## src/hw/rtl/tpw_pkg.sv

```systemverilog
`timescale 1ns / 1ps
`default_nettype none

package tpw_pkg;

	// default raw sample width
	localparam int SAMPLE_BITS_DEF = 10;

	// configuration register indexes
	localparam int CFG_INDEX_BITS = 3;
	typedef enum logic [CFG_INDEX_BITS-1:0] {
		REG_BASELINE_A  = 3'd0,
		REG_BASELINE_B  = 3'd1,
		REG_BASELINE_C  = 3'd2,
		REG_TOUCH_LEVEL = 3'd3,
		REG_MOVE_LEVEL  = 3'd4
	} reg_index_t;

	// threshold reset values
	localparam int TOUCH_LEVEL_RST = 40;
	localparam int MOVE_LEVEL_RST  = 20;

	// touched pad codes
	typedef enum logic [1:0] {
		PAD_NONE = 2'd0,
		PAD_A    = 2'd1,
		PAD_B    = 2'd2,
		PAD_C    = 2'd3
	} pad_t;

	// step codes, two bit signed
	typedef logic signed [1:0] step_t;
	localparam step_t STEP_NONE = 2'sb00;
	localparam step_t STEP_FWD  = 2'sb01;
	localparam step_t STEP_BWD  = 2'sb11;

	// result fields in the output data word
	localparam int OUT_FIELD_BITS = 4;
	localparam int OUT_DATA_BITS  = 8;

endpackage

`default_nettype wire

```

## src/hw/rtl/tpw_step_logic.sv

```systemverilog
`timescale 1ns / 1ps
`default_nettype none

module tpw_step_logic #(
	parameter int SAMPLE_BITS = tpw_pkg::SAMPLE_BITS_DEF
) (
	input  wire logic [SAMPLE_BITS-1:0] sample_a,
	input  wire logic [SAMPLE_BITS-1:0] sample_b,
	input  wire logic [SAMPLE_BITS-1:0] sample_c,
	input  wire logic [SAMPLE_BITS-1:0] baseline_a,
	input  wire logic [SAMPLE_BITS-1:0] baseline_b,
	input  wire logic [SAMPLE_BITS-1:0] baseline_c,
	input  wire logic [SAMPLE_BITS-1:0] touch_level,
	input  wire logic [SAMPLE_BITS-1:0] move_level,
	input  wire tpw_pkg::pad_t          pad_cur,
	output tpw_pkg::pad_t               pad_next,
	output tpw_pkg::step_t              step
);

	localparam int LV_BITS = SAMPLE_BITS + 1;
	localparam int DF_BITS = SAMPLE_BITS + 2;

	logic signed [LV_BITS-1:0] lv_a, lv_b, lv_c;
	logic signed [LV_BITS-1:0] lv_cur, lv_fwd, lv_bwd;
	logic signed [LV_BITS-1:0] hi;
	logic signed [DF_BITS-1:0] lo;
	logic signed [DF_BITS-1:0] lead_fwd, lead_bwd;
	tpw_pkg::pad_t             pad_fwd, pad_bwd;

	// signed pad levels after baseline removal
	assign lv_a = $signed({1'b0, sample_a}) - $signed({1'b0, baseline_a});
	assign lv_b = $signed({1'b0, sample_b}) - $signed({1'b0, baseline_b});
	assign lv_c = $signed({1'b0, sample_c}) - $signed({1'b0, baseline_c});
	assign hi   = $signed({1'b0, touch_level});
	assign lo   = $signed({2'b00, move_level});

	// neighbors of the touched pad around the wheel
	always_comb begin
		case (pad_cur)
			tpw_pkg::PAD_A: begin
				lv_cur = lv_a; lv_fwd = lv_b; lv_bwd = lv_c;
				pad_fwd = tpw_pkg::PAD_B; pad_bwd = tpw_pkg::PAD_C;
			end
			tpw_pkg::PAD_B: begin
				lv_cur = lv_b; lv_fwd = lv_c; lv_bwd = lv_a;
				pad_fwd = tpw_pkg::PAD_C; pad_bwd = tpw_pkg::PAD_A;
			end
			tpw_pkg::PAD_C: begin
				lv_cur = lv_c; lv_fwd = lv_a; lv_bwd = lv_b;
				pad_fwd = tpw_pkg::PAD_A; pad_bwd = tpw_pkg::PAD_B;
			end
			default: begin
				lv_cur = lv_a; lv_fwd = lv_b; lv_bwd = lv_c;
				pad_fwd = tpw_pkg::PAD_B; pad_bwd = tpw_pkg::PAD_C;
			end
		endcase
	end

	// leads of each neighbor over the touched pad
	assign lead_fwd = DF_BITS'(lv_fwd) - DF_BITS'(lv_cur);
	assign lead_bwd = DF_BITS'(lv_bwd) - DF_BITS'(lv_cur);

	// touch tracking decision
	always_comb begin
		pad_next = pad_cur;
		step     = tpw_pkg::STEP_NONE;
		if (pad_cur == tpw_pkg::PAD_NONE) begin
			if (lv_a > hi) begin
				pad_next = tpw_pkg::PAD_A;
			end else if (lv_b > hi) begin
				pad_next = tpw_pkg::PAD_B;
			end else if (lv_c > hi) begin
				pad_next = tpw_pkg::PAD_C;
			end
		end else begin
			if (lead_fwd > lo) begin
				pad_next = pad_fwd;
				step     = tpw_pkg::STEP_FWD;
			end else if (lead_bwd > lo) begin
				pad_next = pad_bwd;
				step     = tpw_pkg::STEP_BWD;
			end else if (DF_BITS'(lv_cur) < lo) begin
				pad_next = tpw_pkg::PAD_NONE;
			end
		end
	end

endmodule

`default_nettype wire

```

## src/hw/rtl/three_pad_touch_wheel_step_top.sv

```systemverilog
`timescale 1ns / 1ps
`default_nettype none

// Three-pad touch wheel step detector. Each transaction on the slave side
// carries one raw sample per pad; the block removes the per-pad baselines,
// tracks the touched pad and returns one result per sample set with the
// step (+1, -1 or 0) and the touched pad (0 = none). One sample set is taken
// every clock cycle while the result side does not stall; a sample set passes
// through the input register and then the result register, with the
// combinational touch decision between them. The user must write baselines and
// thresholds through the cfg port only while no sample set is in flight; the
// block itself does not enforce this.
module three_pad_touch_wheel_step_top #(
	parameter int SAMPLE_BITS = tpw_pkg::SAMPLE_BITS_DEF
) (
	input  wire logic                               clk,
	input  wire logic                               arst_n,
	// sample_a, sample_b, sample_c from the lowest bit, zero padded
	input  wire logic [((3*SAMPLE_BITS+7)/8)*8-1:0] s_tdata,
	input  wire logic                               s_tvalid,
	output logic                                    s_tready,
	// step, pad_now from the lowest bit, zero padded
	output logic [tpw_pkg::OUT_DATA_BITS-1:0]       m_tdata,
	output logic                                    m_tvalid,
	input  wire logic                               m_tready,
	input  wire logic [tpw_pkg::CFG_INDEX_BITS-1:0] cfg_index,
	input  wire logic [SAMPLE_BITS-1:0]             cfg_data,
	input  wire logic                               cfg_valid,
	output logic                                    cfg_ready
);

	logic [SAMPLE_BITS-1:0] baseline_a_q, baseline_b_q, baseline_c_q;
	logic [SAMPLE_BITS-1:0] touch_level_q, move_level_q;
	logic [SAMPLE_BITS-1:0] sample_a_s1, sample_b_s1, sample_c_s1;
	logic                   valid_s1;
	logic                   adv_s1;
	logic                   out_free;
	tpw_pkg::pad_t          pad_q;
	tpw_pkg::pad_t          pad_next;
	tpw_pkg::step_t         step_next;
	tpw_pkg::step_t         step_q;
	logic                   out_valid_q;

	// configuration writes
	assign cfg_ready = 1'b1;

	always_ff @(posedge clk or negedge arst_n) begin
		if (!arst_n) begin
			baseline_a_q  <= '0;
			baseline_b_q  <= '0;
			baseline_c_q  <= '0;
			touch_level_q <= SAMPLE_BITS'(tpw_pkg::TOUCH_LEVEL_RST);
			move_level_q  <= SAMPLE_BITS'(tpw_pkg::MOVE_LEVEL_RST);
		end else if (cfg_valid && cfg_ready) begin
			case (cfg_index)
				tpw_pkg::REG_BASELINE_A:  baseline_a_q  <= cfg_data;
				tpw_pkg::REG_BASELINE_B:  baseline_b_q  <= cfg_data;
				tpw_pkg::REG_BASELINE_C:  baseline_c_q  <= cfg_data;
				tpw_pkg::REG_TOUCH_LEVEL: touch_level_q <= cfg_data;
				tpw_pkg::REG_MOVE_LEVEL:  move_level_q  <= cfg_data;
				default: ;
			endcase
		end
	end

	// pipeline flow control
	assign out_free = !out_valid_q || m_tready;
	assign adv_s1   = valid_s1 && out_free;
	assign s_tready = !valid_s1 || out_free;

	// input register
	always_ff @(posedge clk or negedge arst_n) begin
		if (!arst_n) begin
			valid_s1 <= 1'b0;
		end else if (s_tready) begin
			valid_s1 <= s_tvalid;
		end
	end

	always_ff @(posedge clk) begin
		if (s_tvalid && s_tready) begin
			sample_a_s1 <= s_tdata[SAMPLE_BITS-1:0];
			sample_b_s1 <= s_tdata[2*SAMPLE_BITS-1:SAMPLE_BITS];
			sample_c_s1 <= s_tdata[3*SAMPLE_BITS-1:2*SAMPLE_BITS];
		end
	end

	// touch decision
	tpw_step_logic #(
		.SAMPLE_BITS(SAMPLE_BITS)
	) u_step (
		.sample_a    (sample_a_s1),
		.sample_b    (sample_b_s1),
		.sample_c    (sample_c_s1),
		.baseline_a  (baseline_a_q),
		.baseline_b  (baseline_b_q),
		.baseline_c  (baseline_c_q),
		.touch_level (touch_level_q),
		.move_level  (move_level_q),
		.pad_cur     (pad_q),
		.pad_next    (pad_next),
		.step        (step_next)
	);

	// touched pad state and result register
	always_ff @(posedge clk or negedge arst_n) begin
		if (!arst_n) begin
			pad_q       <= tpw_pkg::PAD_NONE;
			out_valid_q <= 1'b0;
		end else begin
			if (adv_s1) begin
				pad_q <= pad_next;
			end
			if (out_free) begin
				out_valid_q <= valid_s1;
			end
		end
	end

	always_ff @(posedge clk) begin
		if (adv_s1) begin
			step_q <= step_next;
		end
	end

	assign m_tvalid = out_valid_q;
	assign m_tdata  = {{(tpw_pkg::OUT_DATA_BITS - tpw_pkg::OUT_FIELD_BITS){1'b0}},
		pad_q, step_q};

`ifndef ASSERT_OFF
	// touched pad only moves when a sample set enters the result register
	a_pad_hold: assert property (@(posedge clk) disable iff (!arst_n)
		!adv_s1 |=> $stable(pad_q))
		else $error("touched pad changed without a transaction");

	// a step always lands on a touched pad
	a_step_pad: assert property (@(posedge clk) disable iff (!arst_n)
		(m_tvalid && step_q != tpw_pkg::STEP_NONE) |-> (pad_q != tpw_pkg::PAD_NONE))
		else $error("step reported with no touched pad");

	// a step moves to a different pad
	a_step_moves: assert property (@(posedge clk) disable iff (!arst_n)
		(adv_s1 && step_next != tpw_pkg::STEP_NONE) |=> (pad_q != $past(pad_q)))
		else $error("step reported without a pad change");

	// a stalled result blocks the input once the stage is full
	a_backpressure: assert property (@(posedge clk) disable iff (!arst_n)
		(valid_s1 && m_tvalid && !m_tready) |-> !s_tready)
		else $error("input accepted while pipeline full");
`endif

endmodule

`default_nettype wire

```

## config.mk

```make
export PLATFORM = sky130hd
export DESIGN_NAME = three_pad_touch_wheel_step_top
export DESIGN_NICKNAME = d
export VERILOG_FILES = /design/src/hw/rtl/tpw_pkg.sv /design/src/hw/rtl/tpw_step_logic.sv /design/src/hw/rtl/three_pad_touch_wheel_step_top.sv
export SDC_FILE = /design/constraint.sdc
export NUM_CORES = 1
export LEC_CHECK = 0
export BUFFER_PORTS_ARGS = -buffer_cell sky130_fd_sc_hd__buf_2
export CORE_MARGIN = 2
export CORE_UTILIZATION = 50
export DETAILED_ROUTE_END_ITERATION = 12
export PLACE_DENSITY = 0.68
export SKIP_CTS_REPAIR_TIMING = 1
export SYNTH_ARGS = -nofsm -noshare
export SYNTH_HDL_FRONTEND = slang
export SYNTH_SLANG_ARGS = --single-unit
export TNS_END_PERCENT = 10
```

## constraint.sdc

```tcl
create_clock -name clk -period 15.8 [get_ports clk]
set_input_delay 4.74 -clock clk [delete_from_list [all_inputs] [get_ports clk]]
set_output_delay 4.74 -clock clk [all_outputs]
set_load 0.1 [all_outputs]
```

==> run summary <==
Result of the run - complete, no violations
Arrival @ worst endpoint - 5.40 ns
Worst Setup End Kind - output pin
Worst Path Required - 11.06 ns
Final core utilization - 55.8%
Fmax - 98.6 MHz
Hold-critical path endpoint - m_tvalid
Worst-path cell with the longest stage delay - buf_2
Family of cells with the greatest summed delay on the critical path - buffers and inverters
Distinct cells, synth - 100
Largest stage delay on the critical path - 0.44 ns
Detailed-route wire length - 21.9 mm
Num Clock Sinks - 86
Detailed-router iteration count before antenna repair - 6
Clock Skew - 0.00893 ns
Leftover overflow at the end of global routing - 0
H-tree depth - 3
Number of nets with antenna violations after routing - 0
Drt drc - 0
Clock Latency Late Sink - 0.35 ns
Root Driver - clkbuf_16
Global routing usage summed across all routing layers - 25.1%
Count of flip-flops with a built-in enable after synthesis - 32
Placed Area - 8960 sq um
Largest fanout on the critical path - 3
Count of routing violations after the opening detailed-route iteration - 423
Total non-filler cell area in the finished layout - 9250 sq um
Source of the worst register-to-register timing path - sample_b_s1[0]
Detailed-route via count - 7,028
Place WS - 5.66 ns
Vertical die dimension - 134 um
Sequential cell area fraction in the yosys report - 27.3%
Die X-Extent - 134 um
Final cycle utilization of the critical path - 64.2%
Destination of the worst register-to-register timing path - pad_q[0]
Initial core utilization - 51.3%
Routability Congestion - 0.926
Setup slack on the worst flop-to-flop path - 9.92 ns
Die area - 18,100 sq um
TritonCTS clock tree - built
Average detailed-routed wire length per instance - 18.2 um
Critical path launch point - m_tready
Max Cap Viol - 0
Final number of hold-violating endpoints - 0
Max_slew headroom - 31.0%
Cell chain of the critical path - buf_2 -> nand3b_1 -> buf_2
Cell area after synthesis - 8500 sq um
Pin count of the biggest net entering global routing - 85
Post-route setup TNS - 0 ns
Number of antenna violations at the first check in global routing - 1
Total of buffers placed on input and output ports - 53
Sort of element at the start of the critical path - input pin
Final setup violation count - 0
Avg Synthesized Cell Area - 9.09 sq um
Clock transition at the registers of the reported paths - 0.07 ns
Type of the most critical hold path - flip-flop to flip-flop
Number of top-level pins - 61
Final net count - 1,140
Yosys reg bits - 86
Setup repair after global routing missed its margin - false
Number of buffer and inverter stages on the critical path - 2
Pin slew with the least headroom to its limit - 1.03 ns
Crit path top cell by count - buf_2
Fin. max-slew vios - 0
Number of vias per cell - 5.86
Warning count from the yosys run - 0
Post-route worst setup slack - 5.66 ns
Flip-flop cell with the highest count after synthesis - dfrtp_1
Total CTS buffers - 9
Fraction of final layout cells with drive strength greater than 1 - 16.2%
Row Count - 47
Inserted Diodes - 0
Maximum clock path buffer count - 2
Vias in the first global route - 6,763
Synth Instances - 935
Worst min-delay path startpoint - valid_s1
Post-detail-place hpwl - 17.0 mm
Proportion of synthesized flip-flops having asynchronous set or reset - 62.8%
First-pass GRT wire length - 35.3 mm
Synth-to-Final Area Change - 8.81%
Worst R2R Path Depth - 28
Critical path class - input pin to output pin
Core box area - 16,600 sq um
Time the worst path needs with I/O delays and setup - 10.14 ns
Instance count along the most critical hold path - 1
-- cell families (layout without fill, tap and decap cells) --
group                      count (synthesis)  count (layout)  synth area share [%]
and+or+nand+nor                          238             238                  14.0
muxes                                     44              44                  5.44
DFF                                       86              86                  27.3
xor gates and xnor gates                  44              44                  5.11
adders and majority gates                117             117                  17.6
other                                      2               5                0.0883
AOI/OAI and AO/OA                        289             289                  24.8
buffers and inverters                    115             157                  5.65
-- cell usage in the layout (no fill, tap or decap), types with 11 or more instances in the layout --
cell	count
o21a_1	24
buf_2	53
nand2_1	73
a21o_1	19
edfxtp_1	32
nor3_1	18
inv_1	77
dfrtp_1	49
xnor2_1	21
o21ai_0	66
a21oi_1	71
xor2_1	18
mux2_2	15
nor2b_1	18
mux2i_1	28
ha_1	109
nand2b_1	16
nor2_1	61
o211ai_1	11
-- worst max-delay path by stage --
stage | to | slack [ns] | cells after the start
2_1_floorplan | s_tready | 5.50 | 1
3_3_place_gp | s_tready | 5.68 | 3
3_5_place_dp | s_tready | 5.66 | 3
4_1_cts | s_tready | 5.66 | 3
5_1_grt | s_tready | 5.61 | 3
6_report | s_tready | 5.66 | 3
-- stage by stage --
| stage | std cells | hold WS [ns] |
|---|---|---|
| after floorplan | 938 | 0.457 |
| after global placement | 1185 | 0.473 |
| after detailed placement | 1185 | 0.482 |
| after CTS | 1200 | 0.502 |
| after global routing | 1200 | 0.522 |
| final | 1200 | 0.495 |
-- worst register-to-register path, delay by kind of cell, from the launching register on --
kind            cells  cell delay (ns)
xor+xnor            2             0.61
mux                 1             0.22
flops               1             0.35
compound gates      9             2.05
buf+inv             3             0.21
fa+ha+maj           4             1.30
simple gates        9             1.04
-- cells in the mapped netlist (all sizes together) (4+ instances only) --
library cell | instances | share of area (%)
inv | 81 | 3.7
fa | 5 | 1.2
xor2 | 19 | 2.2
a221oi | 4 | 0.77
o22ai | 5 | 0.37
mux2i | 29 | 3.5
dfrtp | 50 | 15
nor2 | 62 | 2.8
a211oi | 7 | 0.94
nand4 | 7 | 0.51
o211ai | 14 | 1.5
a211o | 6 | 0.62
a21o | 20 | 1.9
o32ai | 4 | 0.50
o31ai | 8 | 0.82
o21a | 24 | 2.1
mux2 | 15 | 2.0
a21oi | 77 | 5.0
clkbuf | 15 | 0.66
o41ai | 4 | 0.81
dfstp | 4 | 1.2
a21boi | 4 | 0.35
a31oi | 6 | 0.77
ha | 109 | 16
nor3 | 22 | 1.6
nand2 | 73 | 3.2
edfxtp | 32 | 11
o211a | 4 | 0.47
o2111ai | 4 | 0.49
and2 | 5 | 0.38
buf | 19 | 1.3
o21ai | 71 | 4.2
nand3 | 10 | 0.65
nor2b | 18 | 1.3
xnor2 | 25 | 2.9
and3 | 4 | 0.29
nand3b | 4 | 0.35
nand2b | 16 | 1.2
a2111oi | 5 | 0.81
-- area by class of cell --
type / instances / area [sq um]
Clock buffer: 9 / 225
Clock inverter: 6 / 70.1
Fill cell: 1509 / 7330
Inverter: 81 / 312
Multi-Input combinational cell: 737 / 5730
Sequential cell: 86 / 2320
Tap cell: 220 / 275
Timing Repair Buffer: 61 / 325
-- registers in the layout (all words and copies together), names as in the netlist --
register,cells
touch_level_q,10
pad_q,2
m_tvalid,1
step_q,2
valid_s1,1
baseline_a_q,10
sample_a_s1,10
sample_b_s1,10
baseline_c_q,10
sample_c_s1,10
baseline_b_q,10
move_level_q,10
-- metal layers --
layer | global-route usage [%] | wire [um] | up-vias
met2 | 40.6 | 10100 | 190
met4 | 8.30 | 613 | 0
met1 | 34.7 | 10100 | 3314
met5 | 0 | 0 | -
met3 | 3.44 | 1030 | 37
li1 | - | - | 3487
Power is left out: the tool's default activity adds up to more than one toggle a clock period on the data nets, which glitch-free logic cannot reach.
